`src/rtl/u16d_pkg.sv`:
```
// Shared types, codes and helpers for the UTF-16 byte stream decoder.
`timescale 1ns / 1ps
`default_nettype none

package u16d_pkg;

  // Decoupling queue between the front and back parts
  localparam int Q_DEPTH = 2;
  localparam int Q_PTR_W = $clog2(Q_DEPTH);
  localparam int Q_CNT_W = $clog2(Q_DEPTH + 1);

  localparam int VALUE_W = 21;
  localparam int NB_W    = 3;

  localparam logic [NB_W-1:0] NB_ONE  = 3'd1;
  localparam logic [NB_W-1:0] NB_TWO  = 3'd2;
  localparam logic [NB_W-1:0] NB_FOUR = 3'd4;

  localparam logic [VALUE_W-1:0] SUPP_BASE = 21'h10000;

  // Top six bits of a surrogate unit, and of its first byte in big-endian order
  localparam logic [5:0] SURR_HIGH_TAG = 6'b110110;
  localparam logic [5:0] SURR_LOW_TAG  = 6'b110111;

  typedef enum logic {
    CMD_DATA = 1'b0,
    CMD_EOS  = 1'b1
  } cmd_t;

  typedef enum logic [1:0] {
    KIND_CODE   = 2'd0,
    KIND_LONE_H = 2'd1,
    KIND_LONE_L = 2'd2,
    KIND_TRUNC  = 2'd3
  } kind_t;

  // Pending-byte state: equals the number of bytes held
  typedef enum logic [1:0] {
    MODE_IDLE     = 2'd0,
    MODE_ONE      = 2'd1,
    MODE_HELD     = 2'd2,
    MODE_HELD_ONE = 2'd3
  } mode_t;

  typedef struct packed {
    kind_t               kind;
    logic [VALUE_W-1:0]  value;
    logic [NB_W-1:0]     nbytes;
  } res_t;

  // One queue entry: all reports caused by one input beat
  typedef struct packed {
    res_t r0;
    res_t r1;
    logic two;
  } entry_t;

  function automatic logic [15:0] pair_unit(input logic [7:0] first,
                                            input logic [7:0] second,
                                            input logic       be);
    pair_unit = be ? {first, second} : {second, first};
  endfunction

  function automatic logic is_high_surr(input logic [15:0] u);
    is_high_surr = (u[15:10] == SURR_HIGH_TAG);
  endfunction

  function automatic logic is_low_surr(input logic [15:0] u);
    is_low_surr = (u[15:10] == SURR_LOW_TAG);
  endfunction

endpackage

`default_nettype wire

```
`src/rtl/utf16_byte_stream_decoder_top.sv`:
```
// Top level of the UTF-16 byte stream decoder.
//
// Input stream (s_*): one beat per stream byte. s_tuser is the command:
// 0 feeds s_tdata as a data byte, 1 marks end of stream (s_tdata ignored).
// Output stream (m_*): one beat per report. m_tuser is the kind (code point,
// lone high surrogate, lone low surrogate, truncated byte), m_tdata carries
// the value and the number of stream bytes it covers, m_tlast marks the
// final report caused by one input beat.
// Byte order comes from cfg_wdata written with cfg_we (1 = big-endian);
// write it only while the decoder is idle.
//
// Throughput: one input byte per cycle while the queue is not full. A byte
// that produces two reports (high surrogate then ordinary unit, or end of
// stream with three pending bytes) holds the output for two beats; the
// two-entry queue between the front and back parts absorbs that extra cycle.
// Each report group is registered into the queue when its byte is accepted.
// When the receiver stalls, reports wait in the queue; s_tready drops once
// the queue is full and rises as soon as a group leaves it.
// Reset (synchronous rst) selects little-endian, drops pending bytes and
// empties the queue; s_tready is high as soon as reset is released.
`timescale 1ns / 1ps
`default_nettype none

module utf16_byte_stream_decoder_top (
  input  wire logic        clk,
  input  wire logic        rst,
  input  wire logic        cfg_we,
  input  wire logic        cfg_wdata,
  input  wire logic        s_tvalid,
  output logic             s_tready,
  input  wire logic [7:0]  s_tdata,   // data_byte[7:0]
  input  wire logic        s_tuser,   // cmd
  output logic             m_tvalid,
  input  wire logic        m_tready,
  output logic [23:0]      m_tdata,   // value[20:0], unit_bytes[23:21]
  output logic [1:0]       m_tuser,   // kind[1:0]
  output logic             m_tlast
);

  logic              push, pop, q_full, q_not_empty;
  u16d_pkg::entry_t  push_entry, head;

  // Front: assemble units and classify them into report groups
  u16d_front u_front (
    .clk        (clk),
    .rst        (rst),
    .cfg_we     (cfg_we),
    .cfg_wdata  (cfg_wdata),
    .in_valid   (s_tvalid),
    .in_ready   (s_tready),
    .in_cmd     (s_tuser),
    .in_byte    (s_tdata),
    .q_full     (q_full),
    .push       (push),
    .push_entry (push_entry)
  );

  // Queue: decouple front acceptance from output stalls
  u16d_queue u_queue (
    .clk        (clk),
    .rst        (rst),
    .push       (push),
    .push_entry (push_entry),
    .full       (q_full),
    .pop        (pop),
    .head       (head),
    .not_empty  (q_not_empty)
  );

  // Back: emit each group as one or two beats
  u16d_back u_back (
    .clk        (clk),
    .rst        (rst),
    .head       (head),
    .not_empty  (q_not_empty),
    .pop        (pop),
    .m_tvalid   (m_tvalid),
    .m_tready   (m_tready),
    .m_tdata    (m_tdata),
    .m_tuser    (m_tuser),
    .m_tlast    (m_tlast)
  );

  // The only two-report groups open with a lone high surrogate
  a_pair_opens_lone_high: assert property (@(posedge clk) disable iff (rst)
    (m_tvalid && !m_tlast) |-> (m_tuser == u16d_pkg::KIND_LONE_H))
    else $error("non-final report is not a lone high surrogate");

  // The second report of a pair follows right after the first
  a_pair_second_ready: assert property (@(posedge clk) disable iff (rst)
    (m_tvalid && m_tready && !m_tlast) |=> m_tvalid)
    else $error("second report of a pair missing");

  // Code points cover two or four bytes
  a_code_width: assert property (@(posedge clk) disable iff (rst)
    (m_tvalid && (m_tuser == u16d_pkg::KIND_CODE)) |->
      ((m_tdata[23:21] == u16d_pkg::NB_TWO) || (m_tdata[23:21] == u16d_pkg::NB_FOUR)))
    else $error("code point with wrong byte count");

  // A truncated byte is one byte and always the final report
  a_trunc_final: assert property (@(posedge clk) disable iff (rst)
    (m_tvalid && (m_tuser == u16d_pkg::KIND_TRUNC)) |->
      (m_tlast && (m_tdata[23:21] == u16d_pkg::NB_ONE) && (m_tdata[20:8] == '0)))
    else $error("malformed truncated byte report");

endmodule

`default_nettype wire

```
`src/rtl/u16d_front.sv`:
```
// Front part: byte acceptance, unit assembly and surrogate classification.
`timescale 1ns / 1ps
`default_nettype none

module u16d_front (
  input  wire logic            clk,
  input  wire logic            rst,
  input  wire logic            cfg_we,
  input  wire logic            cfg_wdata,
  input  wire logic            in_valid,
  output logic                 in_ready,
  input  wire logic            in_cmd,
  input  wire logic [7:0]      in_byte,
  input  wire logic            q_full,
  output logic                 push,
  output u16d_pkg::entry_t     push_entry
);

  u16d_pkg::mode_t mode, mode_next;
  logic            big_endian;
  logic [7:0]      store0, store1, store2;
  logic [7:0]      store0_next, store1_next, store2_next;
  logic            accept;
  logic            has_res;
  logic [15:0]     held, u_one, u_two;
  logic [20:0]     supp;

  assign in_ready = !q_full;
  assign accept   = in_valid && !q_full;
  assign push     = accept && has_res;

  assign held  = {store0, store1};
  assign u_one = u16d_pkg::pair_unit(store0, in_byte, big_endian);
  assign u_two = u16d_pkg::pair_unit(store2, in_byte, big_endian);
  assign supp  = {1'b0, held[9:0], u_two[9:0]} + u16d_pkg::SUPP_BASE;

  always_comb begin
    mode_next   = mode;
    store0_next = store0;
    store1_next = store1;
    store2_next = store2;
    has_res     = 1'b0;
    push_entry  = '0;
    if (in_cmd == u16d_pkg::CMD_EOS) begin
      // Flush whatever is pending as errors
      mode_next = u16d_pkg::MODE_IDLE;
      case (mode)
        u16d_pkg::MODE_ONE: begin
          has_res              = 1'b1;
          push_entry.r0.kind   = u16d_pkg::KIND_TRUNC;
          push_entry.r0.value  = {13'd0, store0};
          push_entry.r0.nbytes = u16d_pkg::NB_ONE;
        end
        u16d_pkg::MODE_HELD: begin
          has_res              = 1'b1;
          push_entry.r0.kind   = u16d_pkg::KIND_LONE_H;
          push_entry.r0.value  = {5'd0, held};
          push_entry.r0.nbytes = u16d_pkg::NB_TWO;
        end
        u16d_pkg::MODE_HELD_ONE: begin
          has_res              = 1'b1;
          push_entry.two       = 1'b1;
          push_entry.r0.kind   = u16d_pkg::KIND_LONE_H;
          push_entry.r0.value  = {5'd0, held};
          push_entry.r0.nbytes = u16d_pkg::NB_TWO;
          push_entry.r1.kind   = u16d_pkg::KIND_TRUNC;
          push_entry.r1.value  = {13'd0, store2};
          push_entry.r1.nbytes = u16d_pkg::NB_ONE;
        end
        default: begin
        end
      endcase
    end else begin
      case (mode)
        u16d_pkg::MODE_IDLE: begin
          store0_next = in_byte;
          mode_next   = u16d_pkg::MODE_ONE;
        end
        u16d_pkg::MODE_ONE: begin
          if (u16d_pkg::is_high_surr(u_one)) begin
            // Hold the high surrogate as high byte, low byte
            store0_next = u_one[15:8];
            store1_next = u_one[7:0];
            mode_next   = u16d_pkg::MODE_HELD;
          end else begin
            has_res              = 1'b1;
            push_entry.r0.kind   = u16d_pkg::is_low_surr(u_one) ?
                                   u16d_pkg::KIND_LONE_L : u16d_pkg::KIND_CODE;
            push_entry.r0.value  = {5'd0, u_one};
            push_entry.r0.nbytes = u16d_pkg::NB_TWO;
            mode_next            = u16d_pkg::MODE_IDLE;
          end
        end
        u16d_pkg::MODE_HELD: begin
          if (big_endian && (in_byte[7:2] != u16d_pkg::SURR_LOW_TAG)) begin
            // Big-endian lead byte cannot start a low surrogate: report early
            has_res              = 1'b1;
            push_entry.r0.kind   = u16d_pkg::KIND_LONE_H;
            push_entry.r0.value  = {5'd0, held};
            push_entry.r0.nbytes = u16d_pkg::NB_TWO;
            store0_next          = in_byte;
            mode_next            = u16d_pkg::MODE_ONE;
          end else begin
            store2_next = in_byte;
            mode_next   = u16d_pkg::MODE_HELD_ONE;
          end
        end
        default: begin
          has_res = 1'b1;
          if (u16d_pkg::is_low_surr(u_two)) begin
            push_entry.r0.kind   = u16d_pkg::KIND_CODE;
            push_entry.r0.value  = supp;
            push_entry.r0.nbytes = u16d_pkg::NB_FOUR;
            mode_next            = u16d_pkg::MODE_IDLE;
          end else if (u16d_pkg::is_high_surr(u_two)) begin
            push_entry.r0.kind   = u16d_pkg::KIND_LONE_H;
            push_entry.r0.value  = {5'd0, held};
            push_entry.r0.nbytes = u16d_pkg::NB_TWO;
            store0_next          = u_two[15:8];
            store1_next          = u_two[7:0];
            mode_next            = u16d_pkg::MODE_HELD;
          end else begin
            push_entry.two       = 1'b1;
            push_entry.r0.kind   = u16d_pkg::KIND_LONE_H;
            push_entry.r0.value  = {5'd0, held};
            push_entry.r0.nbytes = u16d_pkg::NB_TWO;
            push_entry.r1.kind   = u16d_pkg::KIND_CODE;
            push_entry.r1.value  = {5'd0, u_two};
            push_entry.r1.nbytes = u16d_pkg::NB_TWO;
            mode_next            = u16d_pkg::MODE_IDLE;
          end
        end
      endcase
    end
  end

  always_ff @(posedge clk) begin
    if (rst) begin
      mode       <= u16d_pkg::MODE_IDLE;
      big_endian <= 1'b0;
    end else begin
      if (accept) begin
        mode <= mode_next;
      end
      if (cfg_we) begin
        big_endian <= cfg_wdata;
      end
    end
  end

  always_ff @(posedge clk) begin
    if (accept) begin
      store0 <= store0_next;
      store1 <= store1_next;
      store2 <= store2_next;
    end
  end

endmodule

`default_nettype wire

```
`src/rtl/u16d_queue.sv`:
```
// Short queue of decoded report groups between the front and back parts.
`timescale 1ns / 1ps
`default_nettype none

module u16d_queue (
  input  wire logic                clk,
  input  wire logic                rst,
  input  wire logic                push,
  input  wire u16d_pkg::entry_t    push_entry,
  output logic                     full,
  input  wire logic                pop,
  output u16d_pkg::entry_t         head,
  output logic                     not_empty
);

  u16d_pkg::entry_t                 mem [u16d_pkg::Q_DEPTH];
  logic [u16d_pkg::Q_PTR_W-1:0]     wr_ptr, rd_ptr;
  logic [u16d_pkg::Q_CNT_W-1:0]     count;

  assign full      = (count == u16d_pkg::Q_CNT_W'(u16d_pkg::Q_DEPTH));
  assign not_empty = (count != '0);
  assign head      = mem[rd_ptr];

  // Pointers wrap naturally: depth is a power of two
  always_ff @(posedge clk) begin
    if (rst) begin
      wr_ptr <= '0;
      rd_ptr <= '0;
      count  <= '0;
    end else begin
      if (push) begin
        wr_ptr <= wr_ptr + 1'b1;
      end
      if (pop) begin
        rd_ptr <= rd_ptr + 1'b1;
      end
      if (push && !pop) begin
        count <= count + 1'b1;
      end else if (pop && !push) begin
        count <= count - 1'b1;
      end
    end
  end

  always_ff @(posedge clk) begin
    if (push) begin
      mem[wr_ptr] <= push_entry;
    end
  end

endmodule

`default_nettype wire

```
`src/rtl/u16d_back.sv`:
```
// Back part: serializes each queued group into one or two output beats.
`timescale 1ns / 1ps
`default_nettype none

module u16d_back (
  input  wire logic                clk,
  input  wire logic                rst,
  input  wire u16d_pkg::entry_t    head,
  input  wire logic                not_empty,
  output logic                     pop,
  output logic                     m_tvalid,
  input  wire logic                m_tready,
  output logic [23:0]              m_tdata,
  output logic [1:0]               m_tuser,
  output logic                     m_tlast
);

  logic             phase;
  logic             beat;
  u16d_pkg::res_t   cur;

  assign cur      = phase ? head.r1 : head.r0;
  assign m_tvalid = not_empty;
  assign m_tlast  = !head.two || phase;
  assign m_tdata  = {cur.nbytes, cur.value};
  assign m_tuser  = cur.kind;
  assign beat     = not_empty && m_tready;
  assign pop      = beat && m_tlast;

  // Advance to the second report of a pair, drop back after the last
  always_ff @(posedge clk) begin
    if (rst) begin
      phase <= 1'b0;
    end else if (beat) begin
      phase <= !m_tlast;
    end
  end

endmodule

`default_nettype wire
```
`config.mk`:
```
export PLATFORM = sky130hd
export DESIGN_NAME = utf16_byte_stream_decoder_top
export DESIGN_NICKNAME = d
export VERILOG_FILES = /design/src/rtl/u16d_pkg.sv /design/src/rtl/utf16_byte_stream_decoder_top.sv /design/src/rtl/u16d_front.sv /design/src/rtl/u16d_queue.sv /design/src/rtl/u16d_back.sv
export SDC_FILE = /design/constraint.sdc
export NUM_CORES = 1
export LEC_CHECK = 0
export BUFFER_PORTS_ARGS = -buffer_cell sky130_fd_sc_hd__buf_2
export CORE_ASPECT_RATIO = 0.75
export CORE_MARGIN = 1
export CORE_UTILIZATION = 40
export DETAILED_ROUTE_END_ITERATION = 7
export GPL_TIMING_DRIVEN = 0
export PLACE_DENSITY = 0.58
export REMOVE_ABC_BUFFERS = 1
export SLEW_MARGIN = 20
export SYNTH_ARGS = -nofsm -noshare
export SYNTH_HDL_FRONTEND = slang
export SYNTH_SLANG_ARGS = --single-unit
```
`constraint.sdc`:
```
create_clock -name clk -period 5.1 [get_ports clk]
set_input_delay 0.255 -clock clk [delete_from_list [all_inputs] [get_ports clk]]
set_output_delay 0.255 -clock clk [all_outputs]
set_load 0.03 [all_outputs]
```
# Word-level counts from Yosys, hierarchy flattened
# Memories as Yosys holds them, arrays and structs flattened. A register that Yosys moved wholly into a read port is not among the register bits.
# Index checks and enable logic that the tools add are counted.
[word_totals] reg_bits=32 latchBits=0 ramBits=106 romBits=0 input_bits=15 memories=1
[classes] addsub=5 n_mul=0 div=0 magnitude_cmp=0 eq_ne=13 shift=0 muxes=40 bitwise_logic=3 n_reduce_logical=25
[memory_table] name="u_queue.mem" depth=2 width=53 rd=1 rd_clocked_by_memory_dff=1 wr=1 line="u16d_queue.sv:16" rtl="u16d_pkg::entry_t mem [u16d_pkg::Q_DEPTH];"
[op_table] cell="$mux W27" n=3
[op_table] cell="$pmux W26 S3" n=1
[op_table] cell="$mux W8" n=7
[op_table] cell="$mux W53" n=1
[op_table] cell="$mux W26" n=2
[op_table] cell="$pmux W26 S2" n=1
[op_table] cell="$mux W25" n=2
[op_table] cell="$mux W16" n=2
[op_table] cell="$eq A6 B6 Y1 const B" n=4
[op_table] cell="$pmux W8 S3" n=1
[op_table] cell="$add A20 B17 Y21 const B" n=1
[op_table] cell="$mux W20" n=1
[op_table] cell="$mux W2" n=8
[op_table] cell="$pmux W8 S2" n=1
[op_table] cell="$reduce_and A6 Y1" n=2
[op_table] cell="$mux W1" n=8
[op_table] cell="$logic_and A1 B1 Y1" n=7
[op_table] cell="$eq A2 B2 Y1 const B" n=3
[op_table] cell="$ne A6 B6 Y1 const B" n=1
[op_table] cell="$pmux W2 S3" n=1
[op_table] cell="$reduce_bool A2 Y1" n=3
[op_table] cell="$reduce_or A3 Y1" n=2
[op_table] cell="$logic_not A1 Y1" n=5
[op_table] cell="$ne A2 B1 Y1 const B" n=2
[op_table] cell="other kinds (13)" n=17

# Logic depth before layout (Yosys ltp)
[logic_depth] word_depth=10 mapped_depth=10 ltp_nobuf=8

# Cells and area by module
# A second synthesis with hierarchy kept.
[unflattened] cells_unflattened=516 hier_area_um2=6926.6
[modules_own_cells] module="u16d_queue" instances=1 cells_per_inst=187 area_per_inst_um2=4051.4 seq_area_each_um2=3283.1
[modules_own_cells] module="u16d_front" instances=1 cells_per_inst=293 area_per_inst_um2=2491.1 seq_area_each_um2=780.7
[modules_own_cells] module="u16d_back" instances=1 cells_per_inst=36 area_per_inst_um2=384.1 seq_area_each_um2=20.0

# Least setup slack after synthesis
# No wires, ideal clock.
[synth_timing] kind="reg2reg" start="reg u_queue.count[0] (netlist bit)" end="mem u_queue.mem[1][0] (netlist bit) (enable)" setup_ns=0.407 arrival_time_ns=2.360 t_required_ns=4.693 slack_ns=2.333 path_stages_with_launch=5 cell_sequence="dfxtp_1 -> nand2b_1 -> nand2_1 -> a211oi_1 -> and3_1"
[synth_between] elab_chain_cells=6
[synth_rtl] item="start: declaration" line="u16d_queue.sv:18" rtl="logic [u16d_pkg::Q_CNT_W-1:0] count;"
[synth_rtl] item="start signal: assignment" line="u16d_queue.sv:38" rtl="count <= count + 1'b1;"
[synth_rtl] item="start signal: assignment" line="u16d_queue.sv:40" rtl="count <= count - 1'b1;"
[synth_rtl] item="$eq A2 B2 Y1" line="u16d_queue.sv:20" rtl="assign full = (count == u16d_pkg::Q_CNT_W'(u16d_pkg::Q_DEPTH));"
[synth_rtl] item="$logic_not A1 Y1"
[synth_rtl] item="net s_tready" line="utf16_byte_stream_decoder_top.sv:30" rtl="output logic s_tready,"
[synth_rtl] item="$logic_and A1 B1 Y1" line="u16d_front.sv:29" rtl="assign accept = in_valid && !q_full;"
[synth_rtl] item="$logic_and A1 B1 Y1" line="u16d_front.sv:30" rtl="assign push = accept && has_res;"
[synth_rtl] item="$mux W1" line="u16d_queue.sv:46" rtl="if (push) begin"
[synth_rtl] item="$mux W1 (implied by the code)" line="u16d_queue.sv:47" rtl="mem[wr_ptr] <= push_entry;"
[synth_rtl] item="end: declaration" line="u16d_queue.sv:16"
# The timed path passes the listed nets, and every way through them passes these cells.

==> results.md <==
- Clock root cell: clkbuf_16
- Initial antenna violation count: 0
- Pleak: 0.00232 uW
- Hold_buf cts: 0
- MaxCap Viol Count: 0
- Pwr Density: 367 mW/mm2
- Drt first pass iters: 6
- Number of setup violations in the final report: 0
- Most frequent cells after synthesis: edfxtp_1 (114), nor2_1 (45), mux2i_1 (32), nand2_1 (32), o21ai_0 (24)
- Row count: 38
- Register area share after synthesis: 60.6%
- Fin worst setup slack: 1.40 ns
- FF+latch count, synth: 123
- Post-Syn Area per Cell: 13.1 um2
- Synth cell types: 62
- Critical path origin: u_front.mode[1]
- RSZ-0062 raised after global routing: no
- WP data arrival: 3.96 ns
- Result of the run: finished, final reports clean
- Gate Count Post-Synth: 453
- Setup Buffers After CTS: 0
- I/O pin count: 44
- IO Port Bufs: 43
- Die X: 143 um
- Ys Warns: 0
- Vias in the first global route: 3932
- Layout cells sized above 1: 23.5%
- Synth async-reset ratio: 0%
- Gr ovfl total: 0
- Hold Crit Start: cfg_wdata
- CTS tree: built
- First-pass GRT wire length: 22.3 mm
- Number of flops mapped to enable cells by yosys: 114
- Fin. Hold Viols: 0
- Final HPWL DP: 9.40 mm
- Yosys top cell area share: 57.6%
- CTS buffer count: 17
- Clk buf depth: 2
- Mapped Area: 0.00594 mm2
- Ant diodes: 0
- Via Count: 4017
- Layout Skew: 0.0109 ns
- CP Class: reg -> reg
- Routability cong.: 0.932
- DRT iter0 DRCs: 413
- CP Launch Type: flop
- Fmax achieved: 270 MHz
- Cell with the most instances after synthesis: edfxtp_1
- Main area contributors after synthesis: edfxtp_1 (58%), mux4_2 (6.4%), mux2i_1 (5.4%)
- Worst R2R End: u_queue.mem[0][10]
- Vias per cell: 5.72
- Per-cell routed wire length: 20.4 um
- Worst reg2reg path depth: 5
- Largest net degree at the start of global routing: 35
- # resized after CTS: 0
- Setup WS pre-CTS: 1.58 ns
- Post-route clock period utilization: 72.6%
- Max VDD drop: 0.260 mV
- Cell taking the most area after synthesis: edfxtp_1
- Post-layout minimum cycle time: 3.70 ns
- WHS Path Cells: 3
- CP max FO: 22
- R2R setup slack: 1.40 ns
- DRC: 0
- Finished layout cell area: 0.00695 mm2
- Worst Setup End Kind: flop
- Setup TNS: 0 ns
- Number of nets with antenna violations after routing: 0
- Power Total: 2550 uW
- Worst R2R Start: u_front.mode[1]
- Die boundary height: 108 um
- Final #Nets: 506
- H-tree depth: 4
- Core Footprint: 0.0145 mm2
- Tightest Hold Check Type: in -> reg
- CTS Sinks: 123
- Reg clk slew, reported paths: 0.06 ns
- DP Area: 0.00634 mm2
- DIE AREA: 0.0154 mm2
- Worst Hold End: u_front.big_endian
- Latest clock arrival within the worst-skew pair: 0.41 ns
- Area growth, synth to finish: 16.9%
- Slew at the pin with the worst max-slew slack: 1.08 ns
- Slew headroom: 27.8%
- Crit path required time: 5.36 ns
- Top_reg_cell synth: edfxtp_1
- Initial Utilization: 41.0%
- Final slew viol count: 0
- All-Layer GR Usage: 20.0%
- Post-Route WL: 14.3 mm
==> sequential cells by signal, indices dropped and copies added, names as in the netlist, named ones only <==
name                flops
u_front.store2          8
u_front.store0          8
u_queue.rd_ptr          1
u_front.store1          8
u_queue.wr_ptr          1
u_back.phase            1
u_queue.count           2
u_queue.mem            90
u_front.big_endian      1
u_front.mode            2
==> cell usage in the layout, fill, tap and decap left out, drive strengths merged, types with 9 or more instances in the layout <==
cell type and instances:
nor2 47, dfxtp 9, inv 16, mux4 17
o21ai 25, nand3 12, mux2i 32, nand2 32
edfxtp 114, a22o 9, a21oi 23, clkbuf 18
buf 47, a22oi 11
==> where the power goes <==
group          switching, uW  internal (uW)
registers               23.8           1110
clock network            446            770
logic                    125           71.5
==> critical path: stages (launching register included) <==
cell and delay [ns]:
dfxtp_1 1.03, nand2_1 0.43, nor2_1 0.36, nand2_1 0.47, o21ai_1 0.97, a22o_1 0.29
==> logic make-up (layout without fill, tap and decap cells) <==
group,after synthesis,in the layout,synth area share (%)
flip-flops,123,123,60.6
AND/OR/NAND/NOR,122,122,10.1
AO/OA/AOI/OAI,105,105,12.4
multiplexers,51,51,12.2
buffers and inverters,45,94,3.47
XOR/XNOR,5,5,0.737
adder cells (fa/ha/maj),2,2,0.421
==> cell type report <==
type	instances	area [um2]
Fill cell	1282	7560
Sequential cell	123	3610
Multi-Input combinational cell	285	2140
Clock buffer	18	429
Timing Repair Buffer	47	295
Tap cell	200	250
Clock inverter	14	171
Inverter	15	56.3
==> through the flow <==
stage	utilization (%)	std cells	hold WS, ns
2_1_floorplan	-	423	0.324
3_3_place_gp	43.1	666	0.477
3_5_place_dp	43.8	670	0.492
4_1_cts	47.9	702	0.0708
5_1_grt	47.9	702	0.0835
6_report	47.9	702	0.0883
==> layer usage <==
layer / up-vias / share of wire [%] / track usage (%)
met5: - / 0 / 0
met4: 0 / 1.4 / 7.68
met3: 25 / 7.5 / 4.18
met2: 174 / 46 / 30.1
met1: 1987 / 46 / 28.2
li1: 1831 / - / -
==> worst max-delay path by stage <==
stage,slack [ns],cells past startpoint,to
floorplan,1.48,3,u_queue.mem[1][0]
global placement,0.18,3,u_queue.mem[1][19]
detailed placement,1.58,5,u_queue.mem[0][10]
CTS,1.56,5,u_queue.mem[0][10]
global route,1.30,5,u_queue.mem[0][10]
finish,1.40,5,u_queue.mem[0][10]
(Power assumes the default switching activity.)
